## src/cpt_pkg.sv

```systemverilog
package cpt_pkg;

    localparam int MAX_V     = 16;
    localparam int CNT_W     = $clog2(MAX_V + 1);
    localparam int LAST_STEP = MAX_V + 2;
    localparam int STEP_W    = $clog2(LAST_STEP + 1);

    localparam logic [1:0] OP_CLEAR = 2'd0;
    localparam logic [1:0] OP_ADD   = 2'd1;
    localparam logic [1:0] OP_TEST  = 2'd2;

    localparam logic [1:0] ST_OK    = 2'd0;
    localparam logic [1:0] ST_EMPTY = 2'd1;
    localparam logic [1:0] ST_FULL  = 2'd2;

    typedef struct packed {
        logic signed [15:0] x;
        logic signed [15:0] y;
    } t_vtx;

    typedef struct packed {
        logic shift;
        logic load;
    } t_cell_ctl;

endpackage

```

## src/cpt_cell.sv

```systemverilog
module cpt_cell (
    input  logic              i_clk,
    input  cpt_pkg::t_cell_ctl i_ctl,
    input  cpt_pkg::t_vtx     i_nbr,
    input  cpt_pkg::t_vtx     i_wdata,
    output cpt_pkg::t_vtx     o_vtx
);
    import cpt_pkg::*;

    t_vtx r_vtx;

    always_ff @(posedge i_clk) begin
        if (i_ctl.shift) begin
            r_vtx <= i_nbr;
        end else if (i_ctl.load) begin
            r_vtx <= i_wdata;
        end
    end

    assign o_vtx = r_vtx;

endmodule

```

## src/cpt_cross.sv

```systemverilog
module cpt_cross (
    input  logic               i_clk,
    input  logic               i_rst_n,
    input  logic               i_issue,
    input  cpt_pkg::t_vtx      i_start,
    input  cpt_pkg::t_vtx      i_end,
    input  logic signed [16:0] i_px,
    input  logic signed [16:0] i_py,
    output logic               o_rej_valid,
    output logic               o_reject
);
    import cpt_pkg::*;

    logic               r_v1;
    logic               r_v2;
    logic signed [16:0] r_ex;
    logic signed [16:0] r_ey;
    logic signed [17:0] r_qx;
    logic signed [17:0] r_qy;
    logic signed [34:0] r_p1;
    logic signed [34:0] r_p2;
    logic signed [35:0] w_diff;

    always_ff @(posedge i_clk) begin
        if (!i_rst_n) begin
            r_v1 <= 1'b0;
            r_v2 <= 1'b0;
        end else begin
            r_v1 <= i_issue;
            r_v2 <= r_v1;
        end
    end

    always_ff @(posedge i_clk) begin
        r_ex <= 17'(i_end.x) - 17'(i_start.x);
        r_ey <= 17'(i_end.y) - 17'(i_start.y);
        r_qx <= 18'(i_px) - 18'(i_start.x);
        r_qy <= 18'(i_py) - 18'(i_start.y);
        r_p1 <= 35'(r_ex) * 35'(r_qy);
        r_p2 <= 35'(r_ey) * 35'(r_qx);
    end

    assign w_diff      = 36'(r_p1) - 36'(r_p2);
    assign o_rej_valid = r_v2;
    assign o_reject    = w_diff[35];

endmodule

```

## src/convex_polygon_point_test_core.sv

```systemverilog
// Convex polygon point test.
// Input channel i_in_valid / o_in_ready carries one item: opcode, coord_x, coord_y.
// Output channel o_out_valid / i_out_ready returns one result per item:
// inside_res, status and count_now.
// Clear and add do not run the ring; their result shows the cycle after accept.
// A test rotates the 16-cell vertex ring once through a single pipelined
// cross-product unit, one test at a time; the ring rotation length and the
// two-stage multiplier pipeline set how long a test runs before its result.
// Write origin_x (index 0) and origin_y (index 1) through i_cfg_we while idle.
// Reset empties the vertex table and clears the origin; stored vertices
// stay undefined until added.
// When the receiver stalls the result holds in the output register and the
// input is held off; the next item can be taken in the cycle that the
// waiting result leaves.
module convex_polygon_point_test_core (
    input  logic               i_clk,
    input  logic               i_rst_n,
    input  logic               i_in_valid,
    output logic               o_in_ready,
    input  logic [1:0]         i_opcode,
    input  logic signed [15:0] i_coord_x,
    input  logic signed [15:0] i_coord_y,
    output logic               o_out_valid,
    input  logic               i_out_ready,
    output logic               o_inside_res,
    output logic [1:0]         o_status,
    output logic [4:0]         o_count_now,
    input  logic               i_cfg_we,
    input  logic               i_cfg_index,
    input  logic [15:0]        i_cfg_data
);
    import cpt_pkg::*;

    localparam logic [1:0] S_IDLE = 2'd0;
    localparam logic [1:0] S_RUN  = 2'd1;
    localparam logic [1:0] S_DONE = 2'd2;

    logic [1:0]         r_state;
    logic [STEP_W-1:0]  r_step;
    logic [CNT_W-1:0]   r_count;
    logic signed [15:0] r_org_x;
    logic signed [15:0] r_org_y;
    logic signed [16:0] r_px;
    logic signed [16:0] r_py;
    t_vtx               r_v0;
    t_vtx               r_prev;
    logic               r_inside;
    logic               r_out_valid;
    logic               n_out_valid;
    logic               r_out_inside;
    logic [1:0]         r_out_status;
    logic [CNT_W-1:0]   r_out_count;

    t_vtx               w_vtx [MAX_V];
    t_vtx               w_wdata;
    t_vtx               w_start;
    logic               w_accept;
    logic               w_slot_free;
    logic               w_shift;
    logic               w_issue;
    logic               w_rej_valid;
    logic               w_reject;
    logic               w_full;

    assign w_slot_free = !r_out_valid || i_out_ready;
    assign o_in_ready  = (r_state == S_IDLE) && w_slot_free;
    assign w_accept    = i_in_valid && o_in_ready;
    assign w_full      = (r_count == CNT_W'(MAX_V));
    assign w_wdata     = '{x: i_coord_x, y: i_coord_y};

    assign w_shift = (r_state == S_RUN) && (r_step < STEP_W'(MAX_V));
    assign w_issue = (r_state == S_RUN) && (r_step != '0)
                     && (r_step <= STEP_W'(r_count));
    assign w_start = (r_step == STEP_W'(r_count)) ? r_v0 : w_vtx[0];

    for (genvar j = 0; j < MAX_V; j++) begin : g_cell
        t_cell_ctl w_ctl;
        assign w_ctl.shift = w_shift;
        assign w_ctl.load  = w_accept && (i_opcode == OP_ADD) && !w_full
                             && (r_count == CNT_W'(j));
        cpt_cell u_cell (
            .i_clk   (i_clk),
            .i_ctl   (w_ctl),
            .i_nbr   (w_vtx[(j + 1) % MAX_V]),
            .i_wdata (w_wdata),
            .o_vtx   (w_vtx[j])
        );
    end

    cpt_cross u_cross (
        .i_clk       (i_clk),
        .i_rst_n     (i_rst_n),
        .i_issue     (w_issue),
        .i_start     (w_start),
        .i_end       (r_prev),
        .i_px        (r_px),
        .i_py        (r_py),
        .o_rej_valid (w_rej_valid),
        .o_reject    (w_reject)
    );

    always_ff @(posedge i_clk) begin
        if (!i_rst_n) begin
            r_org_x <= '0;
            r_org_y <= '0;
        end else if (i_cfg_we) begin
            if (i_cfg_index) begin
                r_org_y <= i_cfg_data;
            end else begin
                r_org_x <= i_cfg_data;
            end
        end
    end

    always_comb begin
        n_out_valid = r_out_valid;
        if (o_out_valid && i_out_ready) begin
            n_out_valid = 1'b0;
        end
        if (w_accept && !((i_opcode == OP_TEST) && (r_count != '0))) begin
            n_out_valid = 1'b1;
        end
        if ((r_state == S_DONE) && w_slot_free) begin
            n_out_valid = 1'b1;
        end
    end

    always_ff @(posedge i_clk) begin
        if (!i_rst_n) begin
            r_state     <= S_IDLE;
            r_step      <= '0;
            r_count     <= '0;
            r_out_valid <= 1'b0;
        end else begin
            r_out_valid <= n_out_valid;
            unique case (r_state)
                S_IDLE: begin
                    if (w_accept) begin
                        r_out_inside <= 1'b0;
                        case (i_opcode)
                            OP_CLEAR: begin
                                r_count      <= '0;
                                r_out_status <= ST_OK;
                                r_out_count  <= '0;
                            end
                            OP_ADD: begin
                                if (w_full) begin
                                    r_out_status <= ST_FULL;
                                    r_out_count  <= r_count;
                                end else begin
                                    r_count      <= r_count + 1'b1;
                                    r_out_status <= ST_OK;
                                    r_out_count  <= r_count + 1'b1;
                                end
                            end
                            OP_TEST: begin
                                if (r_count == '0) begin
                                    r_out_status <= ST_EMPTY;
                                    r_out_count  <= r_count;
                                end else begin
                                    r_px        <= 17'(i_coord_x) - 17'(r_org_x);
                                    r_py        <= 17'(i_coord_y) - 17'(r_org_y);
                                    r_inside    <= 1'b1;
                                    r_step      <= '0;
                                    r_state     <= S_RUN;
                                end
                            end
                            default: begin
                                r_out_status <= ST_OK;
                                r_out_count  <= r_count;
                            end
                        endcase
                    end
                end
                S_RUN: begin
                    if (r_step == '0) begin
                        r_v0 <= w_vtx[0];
                    end
                    r_prev <= w_vtx[0];
                    if (w_rej_valid && w_reject) begin
                        r_inside <= 1'b0;
                    end
                    r_step <= r_step + 1'b1;
                    if (r_step == STEP_W'(LAST_STEP)) begin
                        r_state <= S_DONE;
                    end
                end
                S_DONE: begin
                    if (w_slot_free) begin
                        r_out_inside <= r_inside;
                        r_out_status <= ST_OK;
                        r_out_count  <= r_count;
                        r_state      <= S_IDLE;
                    end
                end
                default: begin
                    r_state <= S_IDLE;
                end
            endcase
        end
    end

    assign o_out_valid  = r_out_valid;
    assign o_inside_res = r_out_inside;
    assign o_status     = r_out_status;
    assign o_count_now  = 5'(r_out_count);

endmodule

```

## config.mk

```make
export PLATFORM = sky130hd
export DESIGN_NAME = convex_polygon_point_test_core
export DESIGN_NICKNAME = d
export VERILOG_FILES = /design/src/cpt_pkg.sv /design/src/cpt_cell.sv /design/src/cpt_cross.sv /design/src/convex_polygon_point_test_core.sv
export SDC_FILE = /design/constraint.sdc
export NUM_CORES = 2
export LEC_CHECK = 0
export BUFFER_PORTS_ARGS = -buffer_cell sky130_fd_sc_hd__buf_2
export CORE_UTILIZATION = 65
export CTS_BUF_LIST = sky130_fd_sc_hd__clkbuf_8 sky130_fd_sc_hd__clkbuf_16
export DETAILED_ROUTE_END_ITERATION = 16
export PLACE_DENSITY_LB_ADDON = 0.25
export SLEW_MARGIN = 25
export SYNTH_ARGS = -nofsm -noshare
export SYNTH_HDL_FRONTEND = slang
export SYNTH_HIERARCHICAL = 1
export SYNTH_SLANG_ARGS = --single-unit
```

## constraint.sdc

```tcl
create_clock -name i_clk -period 17.1 [get_ports i_clk]
set_input_delay 2.565 -clock i_clk [delete_from_list [all_inputs] [get_ports i_clk]]
set_output_delay 2.565 -clock i_clk [all_outputs]
set_load 0.02 [all_outputs]
```

==> flow_summary.ini <==
[min_path]
hold_path_end = u_cross/o_rej_valid$_SDFF_PN0_
hold_depth = 1
hp-class = reg2reg
hold_path_startpoint = u_cross/r_v1$_SDFF_PN0_

[sta]
finalMaxSlewViolations = 0
setup_violations = 0
skew_ns = 0.0576
whs_ns = 0.454
rsz0062_at_grt = false
tightest_slew_ns = 1.06
setup_tns_ns = 0
period_minus_slack_ns = 6.95
max-slew-margin-rel = 0.291
fmax_mhz = 144
hold_viol = 0
fin_crit_sh = 0.407

[cts]
ctsResizeCount = 0
htreeDepth = 3
cts_setup_buffers = 0
clkTransAtPathRegs_ns = 0.06
clock_sinks = 806
hold_buffers = 0
cts-root-buf = clkbuf_16
clk_path_buf_depth = 3
cts_tree = done
cts_made_buffers = 85
clkLatencyLatePin_ns = 0.67

[synthesis]
ys.flop_type = edfxtp_1
async_reset_ff_frac = 0
synth_cells = 4929
synth_seq_area_share = 0.367
synthTopCellsByArea = edfxtp_1, fa_1, mux2_4
synth_edf_count = 619
yosysTopAreaCell = edfxtp_1
ys_types = 82
synth-seq-cells = 806
synth_area_um2 = 60800
synth_nets = 5936
synth.avg_cell_area_um2 = 12.3
synth_top_area_frac = 0.306
yosys_warnings = 6

[setup_path]
worstSetupPathType = reg2reg
reg2reg_depth = 20
crit_slowest_cell = dfxtp_1
path_common_cell = fa_1
crit_buf_inv = 3
rr_endpoint = u_cross/r_p1[34]$_DFF_P_
crit_family = adder cells
r2r_start = u_cross/r_ex[2]$_DFF_P_
end_kind = register
cp_max_fo = 18
cp.required_ns = 17.60
max_stage_delay_ns = 0.91
crit_chain = nand2_1, fa_1, fa_1, fa_1, inv_1, fa_1, fa_1, inv_1, fa_1, inv_1, ha_1, a21o_1, a21o_1, a2111oi_4, o31ai_2, nor4b_2, a311oi_1, a211o_2, a311o_1, xnor2_1
worstPathArrival_ns = 7.46
start_kind = register
rrSetupSlack_ns = 10.15

[finish]
nNetsFinal = 5943
drive_gt1_frac = 0.153
diodes = 0
nFillCells = 6450
area_growth_pct = 5.67

[floorplanning]
ios = 66
die_h_um = 308
die_w_um = 308
start_util = 0.660
fp.dieArea_um2 = 94800
rows = 111
core_area_um2 = 92200

[route]
drt_iter0_drc = 2650
routed-via-count = 35500
post_drt_wl_per_cell_um = 20.9
drc_errors = 0
drt-vias-per-instance = 5.68
first_pass_iters = 6
ant_nets = 0
drt-total-wl_mm = 131

[global_route]
grt_antenna_before_repair = 6
groute.usage.overall = 0.283
grt_pass1_vias = 37100
grt_pass1_wl_mm = 208
grt-ovfl-total = 0
grt_max_degree = 153

[placement]
portBuffers = 65
hpwlAfterDp_mm = 92.9
routabilityCongestion = 0.884

[run]
cap_violations = 0

[status]
status = finished clean
==> how the worst max path moves through the flow <==
stage                                    end  slack (ns)  cells past startpoint                    start
finish              u_cross/r_p1[34]$_DFF_P_       10.15                     20  u_cross/r_ex[2]$_DFF_P_
CTS                 u_cross/r_p1[34]$_DFF_P_       10.18                     20  u_cross/r_ex[2]$_DFF_P_
global route        u_cross/r_p1[34]$_DFF_P_        9.84                     20  u_cross/r_ex[2]$_DFF_P_
global placement    u_cross/r_p1[34]$_DFF_P_       10.30                     22  u_cross/r_qy[7]$_DFF_P_
detailed placement  u_cross/r_p1[34]$_DFF_P_       10.24                     20  u_cross/r_ex[2]$_DFF_P_
floorplan           u_cross/r_p1[34]$_DFF_P_       10.66                     24  u_cross/r_ex[8]$_DFF_P_
==> metal layers <==
| metal | routed length [um] | part of all wire | track usage | vias to the layer above |
|---|---|---|---|---|
| met5 | 42 | 0.00032 | 0 | - |
| met4 | 2940 | 0.022 | 0.0723 | 8 |
| met3 | 8190 | 0.063 | 0.0428 | 174 |
| met2 | 60700 | 0.46 | 0.451 | 1046 |
| met1 | 58700 | 0.45 | 0.410 | 18000 |
| li1 | - | - | - | 16200 |
==> area by class of cell <==
cell class	count	area, um2	area share
sequential	806	22300	0.347
tap	1243	1560	0.0242
inverter	794	2980	0.0464
clock inverter	65	644	0.0100
timing repair buffer	87	528	0.00822
multi-input combinational	3162	34000	0.529
clock buffer	91	2220	0.0346
==> layout by cell type (no fill, tap or decap), types with 11 or more instances in the layout <==
cell	n
nand2_1	405
nand4_1	11
o211ai_1	12
and2_1	325
a21oi_1	123
a21o_1	35
xor2_1	30
buf_2	65
mux2_2	49
o21ai_0	67
a31oi_1	12
mux2_4	464
nor3_1	44
a211oi_1	14
o21a_1	31
dfxtp_1	187
mux2_1	32
nor2_1	150
or3_1	14
inv_1	813
xnor2_1	112
buf_4	19
edfxtp_1	619
ha_1	323
and3_1	18
nand3_1	38
clkbuf_16	86
or2_2	11
nor2b_1	29
fa_1	628
nand2b_1	30
==> sequential cells by signal (all words and copies together) (netlist names), 17 cells and up <==
name	flops
u_cross/r_ey	17
r_v0	32
g_cell.u_cell/o_vtx	512
u_cross/r_qy	18
u_cross/r_p2	35
u_cross/r_qx	18
r_px	17
r_py	17
r_prev	32
u_cross/r_p1	35
u_cross/r_ex	17
==> cells by family after synthesis <==
kind of cell,after synthesis,share of synthesized area
DFF,806,0.367
xor gates and xnor gates,142,0.0204
adders and majority gates,951,0.273
AOI/OAI and AO/OA,412,0.0451
and+or+nand+nor,1111,0.0903
muxes,546,0.130
buffers and inverters,961,0.0741
==> cell usage after synthesis, types with 8 or more instances <==
library cell  instances
o21ai_1              10
mux2_1               32
or3_1                14
o211ai_1             12
o21a_1               31
a21boi_0              8
ha_1                323
nor3_1               45
nand4_1              11
nand2b_1             30
buf_12               48
a31oi_1              12
nor2_1              152
mux2_2               49
edfxtp_1            619
clkbuf_1             96
a2111oi_0            10
and3_1               18
o21ai_0              67
nand3_1              38
and2_1              325
xnor2_1             112
nand2_1             405
buf_6                16
dfxtp_1             187
xor2_1               30
inv_1               790
a21o_1               35
fa_1                628
nor2b_1              30
a21oi_1             123
or2_1                17
mux2_4              464
a211oi_1             14
==> metrics by stage <==
step | area [um2] | std cells | utilization | setup WS, ns
global placement | 61400 | 6091 | 0.666 | 10.30
finish | 64300 | 6248 | 0.697 | 10.15
floorplan | 60800 | 4929 | - | 10.66
detailed placement | 61400 | 6091 | 0.666 | 10.24
global route | 64300 | 6248 | 0.697 | 9.84
CTS | 64200 | 6247 | 0.697 | 10.18
==> worst reg2reg max path, cell delays in order, from the launching register on <==
cell and delay [ns]:
dfxtp_1 0.91, nand2_1 0.20, fa_1 0.57, fa_1 0.51, fa_1 0.51, inv_1 0.05, fa_1 0.49, fa_1 0.50
inv_1 0.05, fa_1 0.47, inv_1 0.04, ha_1 0.35, a21o_1 0.22, a21o_1 0.21, a2111oi_4 0.40, o31ai_2 0.15
nor4b_2 0.23, a311oi_1 0.11, a211o_2 0.37, a311o_1 0.34, xnor2_1 0.13
Power is not shown: default switching activity piles up to over one toggle a cycle in this logic, so the estimate is an artifact.
